===== config.mk =====
export PLATFORM = sky130hd
export DESIGN_NAME = i2c_bit_level_master_top
export DESIGN_NICKNAME = d
export VERILOG_FILES = /design/src/design/i2cm_pkg.sv /design/src/design/i2cm_csr.sv /design/src/design/i2cm_engine.sv /design/src/design/i2c_bit_level_master_top.sv
export VERILOG_INCLUDE_DIRS = /design/src /design/src/design
export SDC_FILE = /design/constraint.sdc
export NUM_CORES = 1
export LEC_CHECK = 0
export BUFFER_PORTS_ARGS = -buffer_cell sky130_fd_sc_hd__buf_2
export CORE_UTILIZATION = 25
export DETAILED_ROUTE_END_ITERATION = 10
export PLACE_DENSITY_LB_ADDON = 0.15
export SLEW_MARGIN = 20
export SYNTH_ARGS = -nofsm -noshare
export SYNTH_HDL_FRONTEND = slang
export SYNTH_SLANG_ARGS = --single-unit

===== constraint.sdc =====
create_clock -name clock -period 4.85 [get_ports clock]
set_input_delay 0.7275 -clock clock [delete_from_list [all_inputs] [get_ports clock]]
set_output_delay 0.7275 -clock clock [all_outputs]
set_load 0.02 [all_outputs]

===== src/design/i2c_bit_level_master_top_macros.svh =====
// Assertion macros used by the I2C bit-level master top.
`ifndef I2C_BIT_LEVEL_MASTER_TOP_MACROS_SVH
`define I2C_BIT_LEVEL_MASTER_TOP_MACROS_SVH
`ifndef ASSERT_OFF
`define ASSERT_PROP(label, clk, rst, prop) \
   label: assert property (@(posedge clk) disable iff (rst) prop) \
      else $error("assertion failed");
`define ASSERT_RESET(label, clk, prop) \
   label: assert property (@(posedge clk) prop) \
      else $error("reset assertion failed");
`else
`define ASSERT_PROP(label, clk, rst, prop)
`define ASSERT_RESET(label, clk, prop)
`endif
`endif


===== src/design/i2cm_pkg.sv =====
// Package: types, codes and helpers for the I2C bit-level master.
`timescale 1ns / 1ps
package i2cm_pkg;

   localparam int COUNT_WIDTH_DEF = 16;
   localparam int REG_W           = 16;
   localparam int ADDR_W          = 4;

   localparam logic [REG_W-1:0] SETUP_RESET   = 16'd5;
   localparam logic [REG_W-1:0] BIT_HALF_RESET = 16'd1;
   localparam logic [REG_W-1:0] ACK_TO_RESET  = 16'd10000;

   typedef enum logic [1:0] {
      CSR_SETUP    = 2'd0,
      CSR_BIT_HALF = 2'd1,
      CSR_ACK_TO   = 2'd2,
      CSR_NONE     = 2'd3
   } csr_index_type;

   typedef enum logic [2:0] {
      OP_TICK  = 3'd0,
      OP_START = 3'd1,
      OP_STOP  = 3'd2,
      OP_WRITE = 3'd3,
      OP_READ  = 3'd4,
      OP_WAIT  = 3'd5,
      OP_ACK   = 3'd6,
      OP_NACK  = 3'd7
   } op_type;

   typedef enum logic [3:0] {
      PH_IDLE    = 4'd0,
      PH_ST_PREP = 4'd1,
      PH_ST_HIGH = 4'd2,
      PH_ST_LOW  = 4'd3,
      PH_SP_PREP = 4'd4,
      PH_SP_HIGH = 4'd5,
      PH_SP_REL  = 4'd6,
      PH_AK_PREP = 4'd7,
      PH_AK_HIGH = 4'd8,
      PH_WR_LOW  = 4'd9,
      PH_WR_HIGH = 4'd10,
      PH_RD_LOW  = 4'd11,
      PH_RD_HIGH = 4'd12,
      PH_WA_PREP = 4'd13,
      PH_WA_HIGH = 4'd14
   } phase_type;

   typedef struct packed {
      logic [REG_W-1:0] setup_ticks;
      logic [REG_W-1:0] bit_half_ticks;
      logic [REG_W-1:0] ack_timeout_ticks;
   } cfg_type;

   typedef struct packed {
      op_type     operation;
      logic [7:0] tx_byte;
      logic       nack_after_read;
      logic       sda_in;
   } item_type;

   typedef struct packed {
      logic       rejected;
      logic       timed_out;
      logic       nack_seen;
      logic [7:0] rx_byte;
      logic       done_res;
      logic       busy_res;
      logic       sda_drive;
      logic       sda_out;
      logic       scl_out;
   } result_type;

   typedef struct packed {
      logic scl;
      logic sda;
      logic drv;
   } lines_type;

   // line levels on entry to a phase
   function automatic lines_type enter_lines(phase_type ph, logic held, logic msb,
                                             logic sda_cur);
      lines_type l;
      unique case (ph)
         PH_ST_PREP: l = '{1'b0, 1'b1, 1'b1};
         PH_ST_HIGH: l = '{1'b1, 1'b1, 1'b1};
         PH_ST_LOW:  l = '{1'b1, 1'b0, 1'b1};
         PH_SP_PREP: l = '{1'b0, 1'b0, 1'b1};
         PH_SP_HIGH: l = '{1'b1, 1'b0, 1'b1};
         PH_SP_REL:  l = '{1'b1, 1'b1, 1'b1};
         PH_AK_PREP: l = '{1'b0, held, 1'b1};
         PH_AK_HIGH: l = '{1'b1, held, 1'b1};
         PH_WR_LOW:  l = '{1'b0, msb, 1'b1};
         PH_WR_HIGH: l = '{1'b1, sda_cur, 1'b1};
         PH_RD_LOW:  l = '{1'b0, 1'b1, 1'b0};
         PH_RD_HIGH: l = '{1'b1, 1'b1, 1'b0};
         PH_WA_PREP: l = '{1'b0, 1'b1, 1'b0};
         PH_WA_HIGH: l = '{1'b1, 1'b1, 1'b0};
         default:    l = '{1'b1, 1'b1, 1'b0};
      endcase
      return l;
   endfunction

endpackage


===== src/design/i2cm_csr.sv =====
// Configuration registers of the I2C bit-level master on an APB-style port.
`timescale 1ns / 1ps
module i2cm_csr (
   input  logic                       clock,
   input  logic                       reset,
   input  logic                       csr_psel,
   input  logic                       csr_penable,
   input  logic                       csr_pwrite,
   input  logic [i2cm_pkg::ADDR_W-1:0] csr_paddr,
   input  logic [31:0]                csr_pwdata,
   output logic [31:0]                csr_prdata,
   output logic                       csr_pready,
   output i2cm_pkg::cfg_type          cfg
);

   i2cm_pkg::cfg_type       cfg_ff, cfg_in;
   i2cm_pkg::csr_index_type idx;
   logic                    wr_en;

   assign idx   = i2cm_pkg::csr_index_type'(csr_paddr[3:2]);
   assign wr_en = csr_psel & csr_penable & csr_pwrite;

   always_comb begin
      cfg_in = cfg_ff;
      if (wr_en) begin
         unique case (idx)
            i2cm_pkg::CSR_SETUP:    cfg_in.setup_ticks       = csr_pwdata[15:0];
            i2cm_pkg::CSR_BIT_HALF: cfg_in.bit_half_ticks    = csr_pwdata[15:0];
            i2cm_pkg::CSR_ACK_TO:   cfg_in.ack_timeout_ticks = csr_pwdata[15:0];
            default:                cfg_in = cfg_ff;
         endcase
      end
   end

   always_ff @(posedge clock) begin
      if (reset) begin
         cfg_ff.setup_ticks       <= i2cm_pkg::SETUP_RESET;
         cfg_ff.bit_half_ticks    <= i2cm_pkg::BIT_HALF_RESET;
         cfg_ff.ack_timeout_ticks <= i2cm_pkg::ACK_TO_RESET;
      end else begin
         cfg_ff <= cfg_in;
      end
   end

   always_comb begin
      unique case (idx)
         i2cm_pkg::CSR_SETUP:    csr_prdata = {16'd0, cfg_ff.setup_ticks};
         i2cm_pkg::CSR_BIT_HALF: csr_prdata = {16'd0, cfg_ff.bit_half_ticks};
         i2cm_pkg::CSR_ACK_TO:   csr_prdata = {16'd0, cfg_ff.ack_timeout_ticks};
         default:                csr_prdata = 32'd0;
      endcase
   end

   assign csr_pready = 1'b1;
   assign cfg        = cfg_ff;

endmodule


===== src/design/i2cm_engine.sv =====
// Bus sequencer state and per-tick next-state logic of the I2C master.
`timescale 1ns / 1ps
module i2cm_engine #(
   parameter int COUNT_WIDTH = i2cm_pkg::COUNT_WIDTH_DEF
) (
   input  logic                 clock,
   input  logic                 reset,
   input  logic                 step,
   input  i2cm_pkg::item_type   item,
   input  i2cm_pkg::cfg_type    cfg,
   output i2cm_pkg::result_type res
);

   localparam int CMP_W = (COUNT_WIDTH > i2cm_pkg::REG_W) ? COUNT_WIDTH : i2cm_pkg::REG_W;
   localparam logic [COUNT_WIDTH-1:0] CNT_MAX = {COUNT_WIDTH{1'b1}};

   i2cm_pkg::phase_type    phase_ff, phase_in;
   logic [COUNT_WIDTH-1:0] tick_ff, tick_in;
   logic [3:0]             bit_ff, bit_in;
   logic [7:0]             shift_ff, shift_in;
   logic                   scl_ff, scl_in, sda_ff, sda_in_nx, drv_ff, drv_in;
   logic                   held_ff, held_in;
   logic [7:0]             rx_ff, rx_in;
   logic                   nack_ff, nack_in;
   logic                   pend_ff, pend_in;

   logic                   busy, done, tflag, ent;
   i2cm_pkg::phase_type    ent_ph;
   logic [COUNT_WIDTH-1:0] cnt_inc;
   logic [CMP_W-1:0]       cnt_x, dur_x;
   logic                   phase_end;
   i2cm_pkg::lines_type    ln;

   assign busy    = (phase_ff != i2cm_pkg::PH_IDLE);
   assign cnt_inc = (tick_ff == CNT_MAX) ? tick_ff : tick_ff + 1'b1;
   assign cnt_x   = CMP_W'(cnt_inc);

   always_comb begin
      unique case (phase_ff)
         i2cm_pkg::PH_ST_HIGH, i2cm_pkg::PH_ST_LOW, i2cm_pkg::PH_SP_HIGH,
         i2cm_pkg::PH_SP_REL, i2cm_pkg::PH_AK_HIGH:
            dur_x = CMP_W'(cfg.setup_ticks);
         i2cm_pkg::PH_WR_LOW, i2cm_pkg::PH_WR_HIGH, i2cm_pkg::PH_RD_LOW,
         i2cm_pkg::PH_RD_HIGH:
            dur_x = CMP_W'(cfg.bit_half_ticks);
         default:
            dur_x = CMP_W'(1);
      endcase
   end

   assign phase_end = (cnt_x >= dur_x) || (cnt_inc == CNT_MAX);

   always_comb begin
      phase_in  = phase_ff;
      tick_in   = tick_ff;
      bit_in    = bit_ff;
      shift_in  = shift_ff;
      scl_in    = scl_ff;
      sda_in_nx = sda_ff;
      drv_in    = drv_ff;
      held_in   = held_ff;
      rx_in     = rx_ff;
      nack_in   = nack_ff;
      pend_in   = pend_ff;
      done      = 1'b0;
      tflag     = 1'b0;
      ent       = 1'b0;
      ent_ph    = i2cm_pkg::PH_IDLE;
      ln        = '{scl_ff, sda_ff, drv_ff};

      if (busy) begin
         tick_in = cnt_inc;
         if (phase_ff == i2cm_pkg::PH_WA_HIGH) begin
            if (!item.sda_in) begin
               nack_in = 1'b0;
               done    = 1'b1;
               ln      = '{1'b0, 1'b1, 1'b0};
            end else if (cnt_x >= CMP_W'(cfg.ack_timeout_ticks) || cnt_inc == CNT_MAX) begin
               nack_in = 1'b1;
               pend_in = 1'b1;
               ent     = 1'b1;
               ent_ph  = i2cm_pkg::PH_SP_PREP;
            end
         end else if (phase_end) begin
            unique case (phase_ff)
               i2cm_pkg::PH_ST_PREP: begin ent = 1'b1; ent_ph = i2cm_pkg::PH_ST_HIGH; end
               i2cm_pkg::PH_ST_HIGH: begin ent = 1'b1; ent_ph = i2cm_pkg::PH_ST_LOW; end
               i2cm_pkg::PH_ST_LOW: begin
                  done = 1'b1;
                  ln   = '{1'b0, 1'b0, 1'b1};
               end
               i2cm_pkg::PH_SP_PREP: begin ent = 1'b1; ent_ph = i2cm_pkg::PH_SP_HIGH; end
               i2cm_pkg::PH_SP_HIGH: begin ent = 1'b1; ent_ph = i2cm_pkg::PH_SP_REL; end
               i2cm_pkg::PH_SP_REL: begin
                  done    = 1'b1;
                  ln      = '{1'b1, 1'b1, 1'b1};
                  tflag   = pend_ff;
                  pend_in = 1'b0;
               end
               i2cm_pkg::PH_AK_PREP: begin ent = 1'b1; ent_ph = i2cm_pkg::PH_AK_HIGH; end
               i2cm_pkg::PH_AK_HIGH: begin
                  done = 1'b1;
                  ln   = '{1'b0, held_ff, 1'b1};
               end
               i2cm_pkg::PH_WR_LOW: begin ent = 1'b1; ent_ph = i2cm_pkg::PH_WR_HIGH; end
               i2cm_pkg::PH_WR_HIGH: begin
                  bit_in   = bit_ff + 4'd1;
                  shift_in = {shift_ff[6:0], 1'b0};
                  if (bit_in >= 4'd8) begin
                     done = 1'b1;
                     ln   = '{1'b0, sda_ff, 1'b1};
                  end else begin
                     ent    = 1'b1;
                     ent_ph = i2cm_pkg::PH_WR_LOW;
                  end
               end
               i2cm_pkg::PH_RD_LOW: begin
                  shift_in = {shift_ff[6:0], item.sda_in};
                  bit_in   = bit_ff + 4'd1;
                  ent      = 1'b1;
                  ent_ph   = i2cm_pkg::PH_RD_HIGH;
               end
               i2cm_pkg::PH_RD_HIGH: begin
                  if (bit_ff >= 4'd8) begin
                     rx_in  = shift_ff;
                     ent    = 1'b1;
                     ent_ph = i2cm_pkg::PH_AK_PREP;
                  end else begin
                     ent    = 1'b1;
                     ent_ph = i2cm_pkg::PH_RD_LOW;
                  end
               end
               i2cm_pkg::PH_WA_PREP: begin ent = 1'b1; ent_ph = i2cm_pkg::PH_WA_HIGH; end
               default: phase_in = i2cm_pkg::PH_IDLE;
            endcase
         end
      end else begin
         unique case (item.operation)
            i2cm_pkg::OP_START: begin ent = 1'b1; ent_ph = i2cm_pkg::PH_ST_PREP; end
            i2cm_pkg::OP_STOP: begin
               pend_in = 1'b0;
               ent     = 1'b1;
               ent_ph  = i2cm_pkg::PH_SP_PREP;
            end
            i2cm_pkg::OP_WRITE: begin
               shift_in = item.tx_byte;
               bit_in   = 4'd0;
               ent      = 1'b1;
               ent_ph   = i2cm_pkg::PH_WR_LOW;
            end
            i2cm_pkg::OP_READ: begin
               shift_in = 8'd0;
               bit_in   = 4'd0;
               held_in  = item.nack_after_read;
               ent      = 1'b1;
               ent_ph   = i2cm_pkg::PH_RD_LOW;
            end
            i2cm_pkg::OP_WAIT: begin ent = 1'b1; ent_ph = i2cm_pkg::PH_WA_PREP; end
            i2cm_pkg::OP_ACK: begin
               held_in = 1'b0;
               ent     = 1'b1;
               ent_ph  = i2cm_pkg::PH_AK_PREP;
            end
            i2cm_pkg::OP_NACK: begin
               held_in = 1'b1;
               ent     = 1'b1;
               ent_ph  = i2cm_pkg::PH_AK_PREP;
            end
            default: ent = 1'b0;
         endcase
      end

      if (ent) begin
         phase_in = ent_ph;
         tick_in  = '0;
         ln       = i2cm_pkg::enter_lines(ent_ph, held_in, shift_in[7], sda_ff);
      end
      if (done) begin
         phase_in = i2cm_pkg::PH_IDLE;
         tick_in  = '0;
      end
      scl_in    = ln.scl;
      sda_in_nx = ln.sda;
      drv_in    = ln.drv;
   end

   always_ff @(posedge clock) begin
      if (reset) begin
         phase_ff <= i2cm_pkg::PH_IDLE;
         tick_ff  <= '0;
         bit_ff   <= 4'd0;
         shift_ff <= 8'd0;
         scl_ff   <= 1'b1;
         sda_ff   <= 1'b1;
         drv_ff   <= 1'b0;
         held_ff  <= 1'b0;
         rx_ff    <= 8'd0;
         nack_ff  <= 1'b0;
         pend_ff  <= 1'b0;
      end else if (step) begin
         phase_ff <= phase_in;
         tick_ff  <= tick_in;
         bit_ff   <= bit_in;
         shift_ff <= shift_in;
         scl_ff   <= scl_in;
         sda_ff   <= sda_in_nx;
         drv_ff   <= drv_in;
         held_ff  <= held_in;
         rx_ff    <= rx_in;
         nack_ff  <= nack_in;
         pend_ff  <= pend_in;
      end
   end

   always_comb begin
      res.scl_out   = scl_in;
      res.sda_out   = sda_in_nx;
      res.sda_drive = drv_in;
      res.busy_res  = (phase_in != i2cm_pkg::PH_IDLE);
      res.done_res  = done;
      res.rx_byte   = rx_in;
      res.nack_seen = nack_in;
      res.timed_out = tflag;
      res.rejected  = busy && (item.operation != i2cm_pkg::OP_TICK);
   end

endmodule


===== src/design/i2c_bit_level_master_top.sv =====
// A request beat is held in the input register from its accepting edge; the sequencer
// step and the result register load happen together when that beat advances, which
// waits while the result register holds an untaken beat; the result beat is then offered.
// Throughput: one beat per cycle, limited only by the result side taking beats.
// Reset (synchronous) idles the sequencer, releases SCL and SDA, empties both
// registers and loads setup 5, bit half 1 and ack timeout 10000 ticks.
`timescale 1ns / 1ps
`include "i2c_bit_level_master_top_macros.svh"
module i2c_bit_level_master_top #(
   parameter int COUNT_WIDTH = i2cm_pkg::COUNT_WIDTH_DEF
) (
   input  logic                        clock,
   input  logic                        reset,
   input  logic                        req_tvalid,
   output logic                        req_tready,
   input  logic [15:0]                 req_tdata,  // tx_byte[7:0], nack_after_read, sda_in, zeros
   input  logic [2:0]                  req_tuser,  // operation
   output logic                        rsp_tvalid,
   input  logic                        rsp_tready,
   // scl_out, sda_out, sda_drive, busy_res, done_res, rx_byte[7:0], nack_seen,
   // timed_out, rejected
   output logic [15:0]                 rsp_tdata,
   input  logic                        csr_psel,
   input  logic                        csr_penable,
   input  logic                        csr_pwrite,
   input  logic [i2cm_pkg::ADDR_W-1:0] csr_paddr,
   input  logic [31:0]                 csr_pwdata,
   output logic [31:0]                 csr_prdata,
   output logic                        csr_pready
);

   i2cm_pkg::cfg_type    cfg;
   i2cm_pkg::item_type   item_ff, item_in;
   i2cm_pkg::result_type res, res_ff;
   logic                 in_valid_ff, in_valid_in;
   logic                 out_valid_ff, out_valid_in;
   logic                 adv, take_in;

   i2cm_csr u_csr (
      .clock       (clock),
      .reset       (reset),
      .csr_psel    (csr_psel),
      .csr_penable (csr_penable),
      .csr_pwrite  (csr_pwrite),
      .csr_paddr   (csr_paddr),
      .csr_pwdata  (csr_pwdata),
      .csr_prdata  (csr_prdata),
      .csr_pready  (csr_pready),
      .cfg         (cfg)
   );

   assign adv        = in_valid_ff && (!out_valid_ff || rsp_tready);
   assign req_tready = !in_valid_ff || adv;
   assign take_in    = req_tvalid && req_tready;

   always_comb begin
      item_in.operation       = i2cm_pkg::op_type'(req_tuser);
      item_in.tx_byte         = req_tdata[7:0];
      item_in.nack_after_read = req_tdata[8];
      item_in.sda_in          = req_tdata[9];
      in_valid_in  = take_in || (in_valid_ff && !adv);
      out_valid_in = adv || (out_valid_ff && !rsp_tready);
   end

   always_ff @(posedge clock) begin
      if (reset) begin
         in_valid_ff  <= 1'b0;
         out_valid_ff <= 1'b0;
      end else begin
         in_valid_ff  <= in_valid_in;
         out_valid_ff <= out_valid_in;
      end
   end

   always_ff @(posedge clock) begin
      if (take_in) begin
         item_ff <= item_in;
      end
      if (adv) begin
         res_ff <= res;
      end
   end

   i2cm_engine #(
      .COUNT_WIDTH (COUNT_WIDTH)
   ) u_engine (
      .clock (clock),
      .reset (reset),
      .step  (adv),
      .item  (item_ff),
      .cfg   (cfg),
      .res   (res)
   );

   assign rsp_tvalid = out_valid_ff;
   assign rsp_tdata  = {res_ff.rejected, res_ff.timed_out, res_ff.nack_seen,
                        res_ff.rx_byte, res_ff.done_res, res_ff.busy_res,
                        res_ff.sda_drive, res_ff.sda_out, res_ff.scl_out};

   // a beat moved into the result register is offered next cycle
   `ASSERT_PROP(a_adv_offers, clock, reset, adv |=> out_valid_ff)
   // a held input beat is never overwritten by a new one
   `ASSERT_PROP(a_no_overrun, clock, reset, !(take_in && in_valid_ff && !adv))
   // a finished command leaves the sequencer idle in the same result
   `ASSERT_PROP(a_done_idle, clock, reset, (adv && res.done_res) |-> !res.busy_res)
   // reset empties both registers
   `ASSERT_RESET(a_reset_empty, clock, reset |=> (!in_valid_ff && !out_valid_ff))

endmodule

# --- Yosys cells after proc, flatten, opt, wreduce, memory -nomap -nowiden ---
# Index checks and enable logic that the tools add are counted.
op_classes:
  n_lt_le_gt_ge: 4
  reduce_logical: 43
  addsub: 2
  mul: 0
  muxes: 71
  n_shift: 0
  n_div: 0
  eq_ne: 45
  bitwise_logic: 5
ops:
  columns: ["op", "count"]
  rows:
  - ["4-bit 2-to-1 mux", 17]
  - ["16-bit 2-to-1 mux", 4]
  - ["8-bit 2-to-1 mux", 8]
  - ["4-bit equality test, second input constant", 12]
  - ["16-bit case mux with 3 select lines", 1]
  - ["4-bit case mux with 10 select lines", 1]
  - ["16-bit equality test, second input constant", 2]
  - ["4-bit by 3-bit equality test with 1-bit output, second input constant", 8]
  - ["16-bit greater-or-equal comparator", 2]
  - ["16-bit case mux with 2 select lines", 1]
  - ["8-bit case mux with 2 select lines", 2]
  - ["3-bit case mux with 9 select lines", 1]
  - ["1-bit 2-to-1 mux", 24]
  - ["4-bit case mux with 6 select lines", 1]
  - ["3-bit 2-to-1 mux", 7]
  - ["16-bit by 1-bit adder with 16-bit output, second input constant", 1]
  - ["4-bit by 2-bit equality test with 1-bit output, second input constant", 4]
  - ["3-bit != test, second input constant", 5]
  - ["13-bit OR reduction", 1]
  - ["3-bit equality test, second input constant", 4]
  - ["3-bit case mux with 4 select lines", 1]
  - ["2-bit OR reduction", 6]
  - ["5-bit AND reduction", 2]
  - ["3-bit nonzero test", 3]
  - ["25 further kinds", 52]
totals:
  latchBits: 0
  mem_count: 0
  rom_bits: 0
  in_bits: 62
  mem_bits_rw: 0
  register_bits: 125

# --- Longest topological paths before layout ---
depth:
  ltp_word: 12
  depth_mapped: 19
  ltp_nobuf: 18

# --- By module ---
# Synthesis repeated with hierarchy kept, for this count alone.
unflattened:
  cells_unflattened: 865
  area_unflattened_um2: 7669.9
by_module_without_submodules:
  columns: ["module", "cells_per_inst", "n_inst", "area_each_um2", "seq_area_each_um2"]
  rows:
  - ["i2cm_engine", 566, 1, 4249.1, 920.9]
  - ["i2cm_csr", 260, 1, 2446.1, 960.9]
  - ["i2c_bit_level_master_top", 39, 1, 974.7, 910.9]

# --- Least setup slack after synthesis ---
# OpenSTA, ideal clock, no wires.
synth_path:
  path_kind: "flip-flop to flip-flop"
  start: "register u_engine.phase_ff[0]"
  end: "register res_ff, in the netlist rsp_tdata[1], data pin"
  path_slack_ns: 0.366
  period_less_slack_ns: 4.484
  path_buffers: 3
  t_required_ns: 4.588
  path_stages_with_launch: 17
  t_arrival_ns: 4.223
  path_cell_list: "dfxtp_1 > clkbuf_1 > buf_1 > a21oi_1 > o22ai_1 > clkbuf_1 > a22oi_1 > ha_1 > a211oi_1 > o21ai_1 > a221o_1 > a31oi_1 > o221a_2 > o31ai_4 > or4_1 > o211ai_1 > nand2_1"
synth_lines:
  columns: ["element", "line", "source"]
  rows:
  - ["start: declaration", "i2cm_engine.sv:17", "i2cm_pkg::phase_type phase_ff, phase_in;"]
  - ["start signal: assignment", "i2cm_engine.sv:189", "phase_ff <= i2cm_pkg::PH_IDLE;"]
  - ["start signal: assignment", "i2cm_engine.sv:201", "phase_ff <= phase_in;"]
  - ["end signal: assignment", "i2c_bit_level_master_top.sv:80", "res_ff <= res;"]
  - ["end: declaration", "i2c_bit_level_master_top.sv:34", "i2cm_pkg::result_type res, res_ff;"]

==> flow_summary.ini <==
[synthesis]
synth_edf_count = 29
ys_types = 78
synthCells = 904
synthesis.area_um2 = 7430
synth_area_leader_cell = dfxtp_1
synth.top_cell.area_share_pct = 25.9
synth_seq_cells = 125
synth_top_family_by_area = compound AO/OA/AOI/OAI gates
muxShareOfSynthArea_pct = 4.53
synthTopCellsByArea = dfxtp_1 26%, edfxtp_1 12%, nand2_1 8.6%
yosysWarnings = 0
synth_xor_area_share_pct = 1.41
async_flop_share_pct = 0
syn_area_per_cell_um2 = 8.22
synth_compound_area_share_pct = 22.5
synth-adder-area-share_pct = 6.04
postSynth.topFlopCell = dfxtp_1
seq_area_frac_synth_pct = 37.6
yosys.area_share.simple_pct = 21.6

[floorplan]
rows = 62
ios = 113
fp.dieH_um = 174
die_x_um = 174
core-area_um2 = 29000
start_util_pct = 25.6
fp.dieArea_um2 = 30400

[min_path]
hold_path.class = register to register

[pwr]
power_frac_comb_pct = 15.1
power.density_nw_per_um2 = 327
p_int_uw = 2080
switching_share_pct = 27.8
power.leakage_uw = 0.00334
vdd_drop_max_v = 0.000187
clockPowerShare_pct = 45.8
power_switching_uw = 800
seqPwrFrac_pct = 39.1

[run_status]
status = finished clean

[global_route]
grt-ovfl-total = 0
grt_pass1_vias = 6453
antenna_found_initial = 0
grt_max_degree = 56
track_usage_pct = 15.2
grt_pass1_wl_um = 36100

[clock_network]
cts_hold_buf = 0
tritoncts.num_buffers = 17
worstSkewPairLatency_ns = 0.43
clock_sinks = 125
clk_pin_slew_ns = 0.06
clock_path_buffers = 2
htreeDepth = 4
cts_tree = built
cts_root_buffer = clkbuf_16

[timing]
max_freq_ghz = 0.223
hold_viol = 0
rsz0062_at_grt = no
relSlewSlack_pct = 28.5
finalCriticalPeriod_ns = 4.49
setup_tns_ns = 0
slew_violations = 0
final.setup.worst_slack_ns = 0.359
fin_skew_ns = 0.0121
finalSetupViolations = 0
worstMarginPinSlew_ns = 1.06
period_share_pct = 92.6

[drt]
drcViolationCount = 0
first_pass_iters = 5
vias = 6604
routed_wl_um = 22500
first_iter_violations = 279
via_per_inst = 4.86
antenna_left = 0
wl_per_cell_um = 16.5

[job]
cap_violations = 0

[worst_setup_path]
cp_common_cell = ha_1
worstPathMaxFanout = 8
required_ns = 5.02
cp_top_family = simple AND/OR/NAND/NOR gates
cpPeakStageDelay_ns = 0.51
crit_chain = ha_1 -> nand3_4 -> nor3_1 -> and2_1 -> or3_1 -> xnor2_1 -> ha_1 -> and4_1 -> o21ai_0 -> o221ai_1 -> a2111oi_1 -> buf_4 -> o221a_2 -> o31ai_4 -> or4_1 -> o211ai_1 -> nand2_1
crit_path_start_kind = register
worst_path_max_delay_cell = or4_1
crit_path_end_kind = register
path_class = register to register
crit_buf_inv = 1
cp.arrival_ns = 4.66

[final_layout]
final_nets = 1060
multi_input_area_um2 = 4250
n_antenna_cell = 0
fin_cells = 1359
drive_gt1_share_pct = 17.1
regArea_um2 = 2790
fillCellCount = 3202
area_growth_pct = 18.3

[placed_design]
dp.cells = 1328
dp_hpwl_um = 15900
pre_cts_slack_ns = 0.330
gp_congestion = 0.828
port_buffers = 71
-- worst register-to-register path, cell delays in order, from the launching register on --
cell and delay, ns:
dfxtp_1 0.32, ha_1 0.24, nand3_4 0.15, nor3_1 0.07
and2_1 0.20, or3_1 0.39, xnor2_1 0.41, ha_1 0.33
and4_1 0.20, o21ai_0 0.07, o221ai_1 0.18, a2111oi_1 0.40
buf_4 0.21, o221a_2 0.22, o31ai_4 0.12, or4_1 0.51
o211ai_1 0.13, nand2_1 0.08
-- final timing paths --
check	start	to	slack, ns	cells after the start
max	u_engine.tick_ff[0]$_SDFFE_PP0P_	rsp_tdata[1]$_DFFE_PP_	0.36	17
min	u_engine.rx_ff[0]$_SDFFE_PP0P_	u_engine.rx_ff[0]$_SDFFE_PP0P_	0.45	2
max reg2reg	u_engine.tick_ff[0]$_SDFFE_PP0P_	rsp_tdata[1]$_DFFE_PP_	0.36	17
min reg2reg	u_engine.rx_ff[0]$_SDFFE_PP0P_	u_engine.rx_ff[0]$_SDFFE_PP0P_	0.45	2
-- cells by family after synthesis --
logic type,count (synthesis)
simple gates,341
flops,125
buf+inv,102
mux,32
compound gates,254
other cells,2
fa+ha+maj,36
xor+xnor,12
-- sequential cells by signal, indices dropped and copies added, names as in the netlist --
name,count
u_engine.shift_ff,8
in_valid_ff,1
u_engine.bit_ff,4
u_engine.rx_ff,8
u_engine.pend_ff,1
rsp_tvalid,1
u_engine.tick_ff,16
u_engine.held_ff,1
u_engine.phase_ff,4
rsp_tdata,16
u_csr.cfg,48
u_engine.drv_ff,1
u_engine.nack_ff,1
item_ff,13
u_engine.scl_ff,1
u_engine.sda_ff,1
-- Yosys cell counts, drive strengths merged, types with 2 or more instances --
master	n
buf	35
o21ai	47
o221a	2
inv	29
a21o	11
mux2i	22
a221oi	7
a21boi	2
conb	2
a211oi	9
nand2	170
o221ai	3
xnor2	7
nor3b	4
nand3	18
edfxtp	29
a211o	7
clkbuf	38
a22oi	32
nor3	18
o21a	6
nand4	5
nor2b	15
a21oi	91
a32oi	3
xor2	5
nor4	5
mux2	10
nand2b	10
o22ai	3
o211ai	7
nor2	65
a31oi	7
nand3b	5
o31ai	3
ha	35
dfxtp	96
and4	4
and3	7
or3	3
and2	9
o31a	2
a2111oi	3
-- layer usage --
metal  track usage (%)  vias to the layer above  share of wire [%]
li1                  -                     3317                  -
met1              21.8                     3131                 52
met2              23.0                      135                 44
met3              2.65                       21                3.3
met4              4.86                        0                1.4
met5                 0                        -                  0
-- power groups by stage --
| stage | logic (uW) | clock network [uW] | registers (uW) |
|---|---|---|---|
| 6_report | 433 | 1320 | 1130 |
| 5_1_grt | 473 | 1400 | 1130 |
| 4_1_cts | 433 | 1360 | 1130 |
| 3_5_place_dp | 432 | 0 | 1150 |
| 3_3_place_gp | 430 | 0 | 1150 |
| 2_1_floorplan | 292 | 0 | 1150 |
-- stage by stage --
step,instance area (um^2),power (uW),utilization [%],hold slack [ns]
after floorplan,7490,1440,-,0.432
after global placement,8180,1580,28.2,0.439
after detailed placement,8180,1580,28.2,0.447
after CTS,8790,2910,30.3,0.455
after global routing,8790,3010,30.3,0.455
final,8790,2880,30.3,0.452
-- final cells by class --
| class | count | area share (%) |
|---|---|---|
| Timing Repair Buffer | 98 | 6.37 |
| Multi-Input combinational cell | 692 | 48.3 |
| Tap cell | 384 | 5.46 |
| Clock buffer | 21 | 5.61 |
| Inverter | 29 | 1.24 |
| Clock inverter | 10 | 1.24 |
| Sequential cell | 125 | 31.8 |
-- layout by cell type, fill, tap and decap left out, types with 8 or more instances in the layout --
cell,count
nand2_1,170
dfxtp_1,96
a21oi_1,91
buf_2,70
nor2_1,62
o21ai_0,43
ha_1,35
a22oi_1,32
edfxtp_1,29
inv_1,28
buf_4,28
mux2i_1,21
clkbuf_16,19
conb_1,17
nor3_1,16
nand3_1,15
nor2b_1,14
a21o_1,11
nand2b_1,10
mux2_2,10
a211oi_1,9
and2_1,8
-- repair_timing --
item                                    CTS  global route
setup buffers                             0             0
endpoints found under the setup margin    0             2
gates resized for setup                   0             2
No activity file was read; power rests on OpenSTA's default activity.
